$ cat src/wnafr_pkg.sv
// Shared types and constants for the wNAF scalar recoder.
`timescale 1ns / 1ps
package wnafr_pkg;

  localparam int unsigned DEF_SCALAR_BYTES = 32;
  localparam int unsigned QUEUE_DEPTH      = 2;
  localparam int unsigned MAX_RESULTS      = 17;
  localparam int unsigned CFG_IDX_W        = 2;

  localparam logic [2:0] RST_WINDOW_WIDTH = 3'd4;
  localparam logic [8:0] RST_DIGIT_BITS   = 9'd256;

  typedef enum logic [CFG_IDX_W-1:0] {
    CFG_WINDOW_WIDTH = 2'd0,
    CFG_DIGIT_BITS   = 2'd1
  } cfg_reg_e;

  typedef struct packed {
    logic [2:0] window_width;
    logic [8:0] digit_bits;
  } wnafr_cfg_t;

  typedef struct packed {
    logic [7:0] data;
    logic       first;
    logic       last;
  } wnafr_item_t;

endpackage

$ cat src/wnafr_front.sv
// Front end: configuration registers, input acceptance and byte tagging.
`timescale 1ns / 1ps
module wnafr_front import wnafr_pkg::*; #(
  parameter int unsigned SCALAR_BYTES = DEF_SCALAR_BYTES
) (
  input  logic                 clk_i,
  input  logic                 rst_ni,
  input  logic                 cfg_valid_i,
  output logic                 cfg_ready_o,
  input  logic [CFG_IDX_W-1:0] cfg_index_i,
  input  logic [8:0]           cfg_data_i,
  output wnafr_cfg_t           cfg_o,
  input  logic                 in_valid_i,
  output logic                 in_ready_o,
  input  logic [7:0]           scalar_byte_i,
  input  logic                 q_full_i,
  output logic                 push_o,
  output wnafr_item_t          item_o
);

  localparam int unsigned CNT_W = $clog2(SCALAR_BYTES);
  localparam logic [CNT_W-1:0] LAST_BYTE = CNT_W'(SCALAR_BYTES - 1);

  wnafr_cfg_t       cfg_q, cfg_d;
  logic [CNT_W-1:0] byte_cnt_q, byte_cnt_d;

  assign cfg_ready_o = 1'b1;
  assign cfg_o       = cfg_q;

  always_comb begin
    cfg_d = cfg_q;
    if (cfg_valid_i) begin
      unique case (cfg_reg_e'(cfg_index_i))
        CFG_WINDOW_WIDTH: cfg_d.window_width = cfg_data_i[2:0];
        CFG_DIGIT_BITS:   cfg_d.digit_bits   = cfg_data_i;
        default:          cfg_d = cfg_q;
      endcase
    end
  end

  assign in_ready_o = !q_full_i;
  assign push_o     = in_valid_i && !q_full_i;

  assign item_o.data  = scalar_byte_i;
  assign item_o.first = (byte_cnt_q == '0);
  assign item_o.last  = (byte_cnt_q == LAST_BYTE);

  // wrap the byte count after the last byte of a scalar
  always_comb begin
    byte_cnt_d = byte_cnt_q;
    if (push_o) begin
      byte_cnt_d = item_o.last ? '0 : byte_cnt_q + CNT_W'(1);
    end
  end

  always_ff @(posedge clk_i or negedge rst_ni) begin
    if (!rst_ni) begin
      cfg_q.window_width <= RST_WINDOW_WIDTH;
      cfg_q.digit_bits   <= RST_DIGIT_BITS;
      byte_cnt_q         <= '0;
    end else begin
      cfg_q      <= cfg_d;
      byte_cnt_q <= byte_cnt_d;
    end
  end

endmodule

$ cat src/wnafr_queue.sv
// Short request queue between the front end and the digit sequencer.
`timescale 1ns / 1ps
module wnafr_queue import wnafr_pkg::*; (
  input  logic        clk_i,
  input  logic        rst_ni,
  input  logic        push_i,
  input  wnafr_item_t item_i,
  output logic        full_o,
  input  logic        pop_i,
  output logic        valid_o,
  output wnafr_item_t item_o
);

  localparam int unsigned PTR_W = (QUEUE_DEPTH > 1) ? $clog2(QUEUE_DEPTH) : 1;
  localparam int unsigned CNT_W = $clog2(QUEUE_DEPTH + 1);
  localparam logic [PTR_W-1:0] PTR_LAST = PTR_W'(QUEUE_DEPTH - 1);

  wnafr_item_t      entry_q [QUEUE_DEPTH];
  logic [PTR_W-1:0] wr_ptr_q, rd_ptr_q;
  logic [CNT_W-1:0] count_q;
  logic             do_push, do_pop;

  assign full_o  = (count_q == CNT_W'(QUEUE_DEPTH));
  assign valid_o = (count_q != '0);
  assign item_o  = entry_q[rd_ptr_q];
  assign do_push = push_i && !full_o;
  assign do_pop  = pop_i && valid_o;

  always_ff @(posedge clk_i) begin
    if (do_push) begin
      entry_q[wr_ptr_q] <= item_i;
    end
  end

  always_ff @(posedge clk_i or negedge rst_ni) begin
    if (!rst_ni) begin
      wr_ptr_q <= '0;
      rd_ptr_q <= '0;
      count_q  <= '0;
    end else begin
      if (do_push) begin
        wr_ptr_q <= (wr_ptr_q == PTR_LAST) ? '0 : wr_ptr_q + PTR_W'(1);
      end
      if (do_pop) begin
        rd_ptr_q <= (rd_ptr_q == PTR_LAST) ? '0 : rd_ptr_q + PTR_W'(1);
      end
      if (do_push && !do_pop) begin
        count_q <= count_q + CNT_W'(1);
      end else if (do_pop && !do_push) begin
        count_q <= count_q - CNT_W'(1);
      end
    end
  end

endmodule

$ cat src/wnafr_back.sv
// Back end: bit-serial window sequencer that emits at most one wNAF digit per cycle, held by output stalls.
`timescale 1ns / 1ps
module wnafr_back import wnafr_pkg::*; #(
  parameter int unsigned SCALAR_BYTES = DEF_SCALAR_BYTES
) (
  input  logic              clk_i,
  input  logic              rst_ni,
  input  wnafr_cfg_t        cfg_i,
  input  logic              q_valid_i,
  input  wnafr_item_t       q_item_i,
  output logic              q_pop_o,
  output logic              out_valid_o,
  input  logic              out_ready_i,
  output logic signed [7:0] naf_digit_o,
  output logic [8:0]        digit_index_o,
  output logic              last_digit_o
);

  localparam int unsigned SCALAR_BITS = 8 * SCALAR_BYTES;
  localparam logic [9:0]  BITS_LIM    = 10'(SCALAR_BITS);
  localparam int unsigned RES_W       = $clog2(MAX_RESULTS + 1);
  localparam logic [RES_W-1:0] RES_CAP = RES_W'(MAX_RESULTS);

  typedef enum logic [2:0] {
    ST_IDLE  = 3'b001,
    ST_BITS  = 3'b010,
    ST_FLUSH = 3'b100
  } state_e;

  state_e           state_q, state_d;
  logic [7:0]       bits_q, bits_d;
  logic             first_q, first_d;
  logic             last_q, last_d;
  logic [2:0]       cnt_q, cnt_d;
  logic [RES_W-1:0] res_q, res_d;
  logic [8:0]       win_q, win_d;
  logic [9:0]       idx_q, idx_d;

  logic             out_valid_q, out_valid_d;
  logic [7:0]       digit_q;
  logic [8:0]       index_q;
  logic             last_dig_q;

  logic [2:0]       eff_w;
  logic [9:0]       eff_bits;
  logic [8:0]       bitw;
  logic [9:0]       nb;
  logic             done;
  logic             near_top;
  logic [9:0]       dig;
  logic [9:0]       win_sub;
  logic [8:0]       win_nxt;
  logic             cur_bit;
  logic             fill;
  logic             can_emit;
  logic             slot_free;
  logic             emit;
  logic             advance;

  assign eff_w    = (cfg_i.window_width == 3'd0) ? 3'd1 : cfg_i.window_width;
  assign eff_bits = ({1'b0, cfg_i.digit_bits} > BITS_LIM) ? BITS_LIM
                                                          : {1'b0, cfg_i.digit_bits};
  assign bitw     = 9'd1 << eff_w;
  assign nb       = {1'b0, bitw} << 1;
  assign done     = (idx_q > eff_bits);
  assign near_top = (11'(idx_q) + 11'(eff_w) + 11'd1) >= 11'(eff_bits);

  // digit from the current window
  always_comb begin
    dig = '0;
    if (win_q[0]) begin
      if (|(win_q & bitw)) begin
        if (near_top) begin
          dig = {1'b0, win_q & (bitw - 9'd1)};
        end else begin
          dig = {1'b0, win_q} - nb;
        end
      end else begin
        dig = {1'b0, win_q};
      end
    end
  end

  assign win_sub = {1'b0, win_q} - dig;
  assign cur_bit = (state_q == ST_FLUSH) ? 1'b0 : bits_q[cnt_q];
  assign win_nxt = win_sub[9:1] + (cur_bit ? bitw : 9'd0);

  assign fill      = (idx_q == '0) && first_q && (cnt_q <= eff_w);
  assign can_emit  = !done && (res_q < RES_CAP);
  assign slot_free = !out_valid_q || out_ready_i;

  always_comb begin
    state_d = state_q;
    bits_d  = bits_q;
    first_d = first_q;
    last_d  = last_q;
    cnt_d   = cnt_q;
    res_d   = res_q;
    win_d   = win_q;
    idx_d   = idx_q;
    q_pop_o = 1'b0;
    emit    = 1'b0;
    advance = 1'b0;

    unique case (state_q)
      ST_IDLE: begin
        if (q_valid_i) begin
          q_pop_o = 1'b1;
          bits_d  = q_item_i.data;
          first_d = q_item_i.first;
          last_d  = q_item_i.last;
          cnt_d   = '0;
          res_d   = '0;
          state_d = ST_BITS;
        end
      end
      ST_BITS: begin
        if (fill) begin
          win_d   = win_q | (9'(cur_bit) << cnt_q);
          advance = 1'b1;
        end else if (can_emit) begin
          // hold the bit while the output register is occupied
          emit    = slot_free;
          advance = slot_free;
        end else begin
          advance = 1'b1;
        end
      end
      ST_FLUSH: begin
        if (can_emit) begin
          emit = slot_free;
        end else begin
          win_d   = '0;
          idx_d   = '0;
          state_d = ST_IDLE;
        end
      end
      default: state_d = ST_IDLE;
    endcase

    if (emit) begin
      win_d = win_nxt;
      idx_d = idx_q + 10'd1;
      res_d = res_q + RES_W'(1);
    end

    if (advance) begin
      cnt_d = cnt_q + 3'd1;
      if (cnt_q == 3'd7) begin
        state_d = last_q ? ST_FLUSH : ST_IDLE;
      end
    end
  end

  always_comb begin
    out_valid_d = out_valid_q;
    if (emit) begin
      out_valid_d = 1'b1;
    end else if (out_ready_i) begin
      out_valid_d = 1'b0;
    end
  end

  always_ff @(posedge clk_i) begin
    bits_q  <= bits_d;
    first_q <= first_d;
    last_q  <= last_d;
    cnt_q   <= cnt_d;
    res_q   <= res_d;
    if (emit) begin
      digit_q    <= dig[7:0];
      index_q    <= idx_q[8:0];
      last_dig_q <= (idx_q == eff_bits);
    end
  end

  always_ff @(posedge clk_i or negedge rst_ni) begin
    if (!rst_ni) begin
      state_q     <= ST_IDLE;
      win_q       <= '0;
      idx_q       <= '0;
      out_valid_q <= 1'b0;
    end else begin
      state_q     <= state_d;
      win_q       <= win_d;
      idx_q       <= idx_d;
      out_valid_q <= out_valid_d;
    end
  end

  assign out_valid_o   = out_valid_q;
  assign naf_digit_o   = digit_q;
  assign digit_index_o = index_q;
  assign last_digit_o  = last_dig_q;

endmodule

$ cat src/wnaf_scalar_recoder_unit.sv
// Top level of the width-w NAF scalar recoder.
//
// Scalar bytes enter on the in channel (valid/ready), least significant byte
// first, SCALAR_BYTES bytes per scalar. Signed digits for indices 0..digit_bits,
// capped at 8*SCALAR_BYTES, leave on the out channel (valid/ready) with their
// index; last_digit_o marks the final digit of a scalar. window_width (index 0)
// and digit_bits (index 1) are written over the cfg channel, which is always
// ready; write them only while no request is in flight.
// A two-entry queue sits between the input side and the digit sequencer, so
// bytes keep being accepted while the sequencer works or the output stalls.
// The sequencer handles one scalar bit per cycle unless a stalled output holds
// it: a byte takes one load step plus eight bit steps, and the last byte of a
// scalar adds one flush step per remaining digit and a step that clears the window.
// With the sequencer idle, an accepted byte is registered in the queue and then
// in the sequencer before out_valid_o rises; on the first byte of a scalar the
// low w+1 bits only fill the window, so its first digit comes later than that.
// A stalled receiver holds the output register; the sequencer then holds the
// bit that wants to emit, and the queue fills before in_ready_o drops.
// Reset restores window_width 4 and digit_bits 256 and empties the block.
`timescale 1ns / 1ps
module wnaf_scalar_recoder_unit import wnafr_pkg::*; #(
  parameter int unsigned SCALAR_BYTES = DEF_SCALAR_BYTES
) (
  input  logic                 clk_i,
  input  logic                 rst_ni,
  input  logic                 cfg_valid_i,
  output logic                 cfg_ready_o,
  input  logic [CFG_IDX_W-1:0] cfg_index_i,
  input  logic [8:0]           cfg_data_i,
  input  logic                 in_valid_i,
  output logic                 in_ready_o,
  input  logic [7:0]           scalar_byte_i,
  output logic                 out_valid_o,
  input  logic                 out_ready_i,
  output logic signed [7:0]    naf_digit_o,
  output logic [8:0]           digit_index_o,
  output logic                 last_digit_o
);

  localparam logic [8:0] BITS_LIM = 9'(8 * SCALAR_BYTES);

  wnafr_cfg_t  cfg;
  wnafr_item_t push_item;
  wnafr_item_t pop_item;
  logic        push;
  logic        q_full;
  logic        q_valid;
  logic        q_pop;

  wnafr_front #(
    .SCALAR_BYTES(SCALAR_BYTES)
  ) u_front (
    .clk_i        (clk_i),
    .rst_ni       (rst_ni),
    .cfg_valid_i  (cfg_valid_i),
    .cfg_ready_o  (cfg_ready_o),
    .cfg_index_i  (cfg_index_i),
    .cfg_data_i   (cfg_data_i),
    .cfg_o        (cfg),
    .in_valid_i   (in_valid_i),
    .in_ready_o   (in_ready_o),
    .scalar_byte_i(scalar_byte_i),
    .q_full_i     (q_full),
    .push_o       (push),
    .item_o       (push_item)
  );

  wnafr_queue u_queue (
    .clk_i  (clk_i),
    .rst_ni (rst_ni),
    .push_i (push),
    .item_i (push_item),
    .full_o (q_full),
    .pop_i  (q_pop),
    .valid_o(q_valid),
    .item_o (pop_item)
  );

  wnafr_back #(
    .SCALAR_BYTES(SCALAR_BYTES)
  ) u_back (
    .clk_i        (clk_i),
    .rst_ni       (rst_ni),
    .cfg_i        (cfg),
    .q_valid_i    (q_valid),
    .q_item_i     (pop_item),
    .q_pop_o      (q_pop),
    .out_valid_o  (out_valid_o),
    .out_ready_i  (out_ready_i),
    .naf_digit_o  (naf_digit_o),
    .digit_index_o(digit_index_o),
    .last_digit_o (last_digit_o)
  );

  // digits are zero or odd
  assert property (@(posedge clk_i) disable iff (!rst_ni)
    out_valid_o |-> (naf_digit_o[0] || (naf_digit_o == 8'sd0)))
    else $error("even nonzero wNAF digit");

  // the end flag sits on the configured (clamped) last index
  assert property (@(posedge clk_i) disable iff (!rst_ni)
    (out_valid_o && last_digit_o) |->
      ((digit_index_o == cfg.digit_bits) || (digit_index_o == BITS_LIM)))
    else $error("last digit flag on wrong index");

  // the sequencer never pops an empty queue
  assert property (@(posedge clk_i) disable iff (!rst_ni)
    q_pop |-> q_valid)
    else $error("pop from empty request queue");

  // a full queue refuses new requests
  assert property (@(posedge clk_i) disable iff (!rst_ni)
    q_full |-> (!in_ready_o && !push))
    else $error("request taken while queue full");

endmodule

$ cat config.mk
export PLATFORM = sky130hd
export DESIGN_NAME = wnaf_scalar_recoder_unit
export DESIGN_NICKNAME = d
export VERILOG_FILES = /design/src/wnafr_pkg.sv /design/src/wnafr_front.sv /design/src/wnafr_queue.sv /design/src/wnafr_back.sv /design/src/wnaf_scalar_recoder_unit.sv
export SDC_FILE = /design/constraint.sdc
export NUM_CORES = 1
export LEC_CHECK = 0
export ABC_AREA = 1
export CAP_MARGIN = 25
export CORE_MARGIN = 5
export CORE_UTILIZATION = 59
export CTS_CLUSTER_SIZE = 30
export DETAILED_ROUTE_END_ITERATION = 10
export DONT_BUFFER_PORTS = 1
export PLACE_DENSITY = 0.86
export REMOVE_ABC_BUFFERS = 1
export SYNTH_ARGS = -nofsm -noshare
export SYNTH_HDL_FRONTEND = slang
export SYNTH_SLANG_ARGS = --single-unit
$ cat constraint.sdc
create_clock -name clk_i -period 5.9 [get_ports clk_i]
set_clock_uncertainty 0.2 [all_clocks]
set_input_delay 0.59 -clock clk_i [delete_from_list [all_inputs] [get_ports clk_i]]
set_output_delay 0.59 -clock clk_i [all_outputs]
set_load 0.05 [all_outputs]
==> summary.md <==
| Metric | Value |
|---|---|
| Status | complete, no violations |
| Cells after synthesis | 793 |
| Initial Utilization | 0.599 |
| Synth top area cells | edfxtp_1 25%, dfrtp_1 15%, ha_1 11%, nand2_1 10%, inv_1 5.1% |
| Maximum clock frequency | 0.174 GHz |
| DR WL/cell | 15.5 um |
| Critical-path top delay cell | dfstp_2 |
| Clock power share | 0.135 |
| PortBufs | 0 |
| Largest area contributor in the netlist | edfxtp_1 |
| Share of cells above drive strength 1 | 0.170 |
| Placed cells | 928 |
| Vias | 5,430 |
| Design area | 7520 um^2 |
| I/O pins | 45 |
| Hold Path Class | input pin to flip-flop |
| Post-Place Cell Area | between 6000 and 7000 um^2 |
| Wirelength, routed | 14,900 um |
| Switching Fraction | 0.475 |
| Initial antenna violation count | 0 |
| Async SR Flop Fraction | 0.440 |
| Post-synth top area share | 0.247 |
| Crit end category | flip-flop |
| Most used cell, CP | nand2_1 |
| Fin cells | about 960 |
| Post-synth top flop | edfxtp_1 |
| Die H | 117 um |
| Worst Path Arrival | 5.86 ns |
| Cell-internal power | 2.34 mW |
| Worst stage delay on the critical path | 0.54 ns |
| DRT iter0 DRCs | 407 |
| Setup slack, reg-to-reg | 0.14 ns |
| Register area share after synthesis | 0.409 |
| Setup TNS | 0 ns |
| Crit Path Class | flip-flop to flip-flop |
| CTS clk-pin slew, worst paths | 0.08 ns |
| First-pass GRT wire length | roughly 24,000 um |
| Die area | 13,800 um^2 |
| Minimum clock period | between 5 and 6 ns |
| H-tree depth | 3 |
| Clk sinks | 100 |
| Worst Path Buf+Inv | 4 |
| Fin crit share | 0.976 |
| Mean post-synth cell area | 8.59 um^2 |
| CP Max Fanout | 6 |
| Post-synth EDFFs | 56 |
| Gpl congestion | between 0.9 and 1 |
| Vias in the first global route | 5,172 |
| Hold Vio Cnt, Final | 0 |
| Mapped Area | roughly 7000 um^2 |
| Yosys reg bits | 100 |
| Slew HR | 0.340 |
| Cell Rows | 39 |
| Grt total ovfl | 0 |
| Hpwl dp | 10,500 um |
| Antenna cells | 0 |
| Combinational share of power | 0.563 |
| # setup viols final | 0 |
| Max-cap violations | 0 |
| Overall Global Routing Usage | 0.209 |
| Yosys warnings | 0 |
| Vias/cell | between 5 and 6 |
| Startpoint types | flip-flop |
| Sw power | 2.11 mW |
| Power share of the sequential group | 0.302 |
| Slew @ Worst Pin | 0.987 ns |
| Total power | 4.44 mW |
| Die X | between 100 and 150 um |
| Distinct cells, synth | 46 |
| Clock buffer depth | 2 |
| Pin count of the biggest net entering global routing | 45 |
| VDD IR-drop max | roughly 0.52 mV |
| Synth top cells by count | 189 x nand2_1, 92 x inv_1, 64 x nor2_1 |
| Syn-to-layout area delta | 10.3% |
| Num CTS Buffers | 9 |
| Minimum hold slack | 0.123 ns |
| Layout net count | about 900 |
| Residual DRC | 0 |
| Pre-antenna DRT Iters | 6 |
| Worst path top cell family by delay | adder cells |
| Fillers | 850 |
| CTS tree | yes |
| Routed Antenna Nets | 0 |
| P per Cell Area | 591 nW/um^2 |
| Final Max Tran Viols | 0 |
| Worst Path Required | 6.00 ns |
| CORE AREA | 11,400 um^2 |
| Most frequent cell after synthesis | nand2_1 |
| Skew-Pair Late Insertion Delay | 0.36 ns |
| Root Buffer | clkbuf_16 |
| Leak Pwr | between 3 and 4 nW |
## final timing paths
kind	end	startpoint	depth (start not counted)
setup / recovery	u_back.win_q[7]$_DFFE_PN0P_	u_front.cfg_o[11]$_DFFE_PN1P_	35
setup reg to reg	u_back.win_q[7]$_DFFE_PN0P_	u_front.cfg_o[11]$_DFFE_PN1P_	35
hold / removal	u_queue.entry_q[1][6]$_DFFE_PP_	scalar_byte_i[4]	0
max in group asynchronous	u_front.cfg_o[8]$_DFFE_PN1P_	rst_ni	2
min in group asynchronous	u_back.win_q[1]$_DFFE_PN0P_	rst_ni	2
hold reg to reg	u_queue.count_q[0]$_DFFE_PN0P_	u_queue.count_q[0]$_DFFE_PN0P_	1
## registers in the layout (all words and copies together) (netlist names), 5 cells and up
register and count:
u_queue.entry_q 20, u_front.cfg_o 12, u_back.idx_q 10, u_back.digit_index_o 9, u_back.win_q 9, u_back.bits_q 8, u_back.naf_digit_o 8, u_back.res_q 5
u_front.byte_cnt_q 5
## power groups by stage
stage | registers (mW) | logic [mW] | clock network [mW]
detailed placement | 1.35 | 2.15 | 0
floorplan | 1.28 | 1.74 | 0
CTS | 1.33 | 2.20 | 0.616
global route | 1.37 | 2.79 | 0.646
global placement | 1.34 | 2.09 | 0
finish | 1.34 | 2.50 | 0.601
## final cells by class
cell class                 instances  area, um^2  share of cell area
inverter                         107         402              0.0534
timing repair buffer              22         188              0.0250
clock buffer                       9         225              0.0300
tap                              143         179              0.0238
multi-input combinational        573        3660               0.487
clock inverter                     7        78.8              0.0105
sequential                       100        2790               0.371
## cells in the final DEF, fill, tap and decap left out, types with 4 or more instances in the layout
cell,count
mux2_2,5
edfxtp_1,56
nor3_2,6
a21oi_1,25
o211ai_1,6
inv_2,14
dfrtp_1,41
or2_2,9
inv_1,91
o21ai_0,20
a21oi_2,5
nor2_4,7
o21ai_1,9
nor2_2,4
clkbuf_16,9
nand4_1,18
nand2_4,7
inv_8,4
o22ai_2,5
buf_4,20
nand3_1,57
nand3_2,7
xor2_1,19
nand2_2,14
o21ai_2,4
nand2_1,182
ha_1,56
ha_4,4
nor2_1,62
xnor2_1,12
conb_1,5
## cells by family after synthesis
family	count (synthesis)	share of synthesized area
and+or+nand+nor	378	0.260
buffers and inverters	124	0.0766
DFF	100	0.409
AOI/OAI and AO/OA	88	0.0813
adders and majority gates	65	0.124
xor gates and xnor gates	31	0.0398
muxes	5	0.00826
other	2	0.00110
## through the flow
stage          setup slack (ns)  utilization
6_report                  0.144        0.661
3_3_place_gp              0.188        0.610
5_1_grt                  -0.143        0.661
3_5_place_dp            0.00894        0.610
4_1_cts                  0.0313        0.641
2_1_floorplan             0.320            -
## routing by layer
metal / global-route usage / vias to the layer above / part of all wire
met3: 0.0572 / 38 / 0.060
met1: 0.252 / 2558 / 0.41
met5: 0 / - / 0
li1: - / 2667 / -
met2: 0.361 / 167 / 0.51
met4: 0.0717 / 0 / 0.021
## repair_timing
item / 4_1_cts / 5_1_grt
setup endpoints to repair: 2 / 6
gates cloned: 0 / 1
hold endpoints to repair: 44 / 0
pin swaps: 0 / 27
resized for setup: 2 / 30
buffers inserted: 0 / 13
hold buffers: 2 / 0
(Power assumes the default switching activity.)
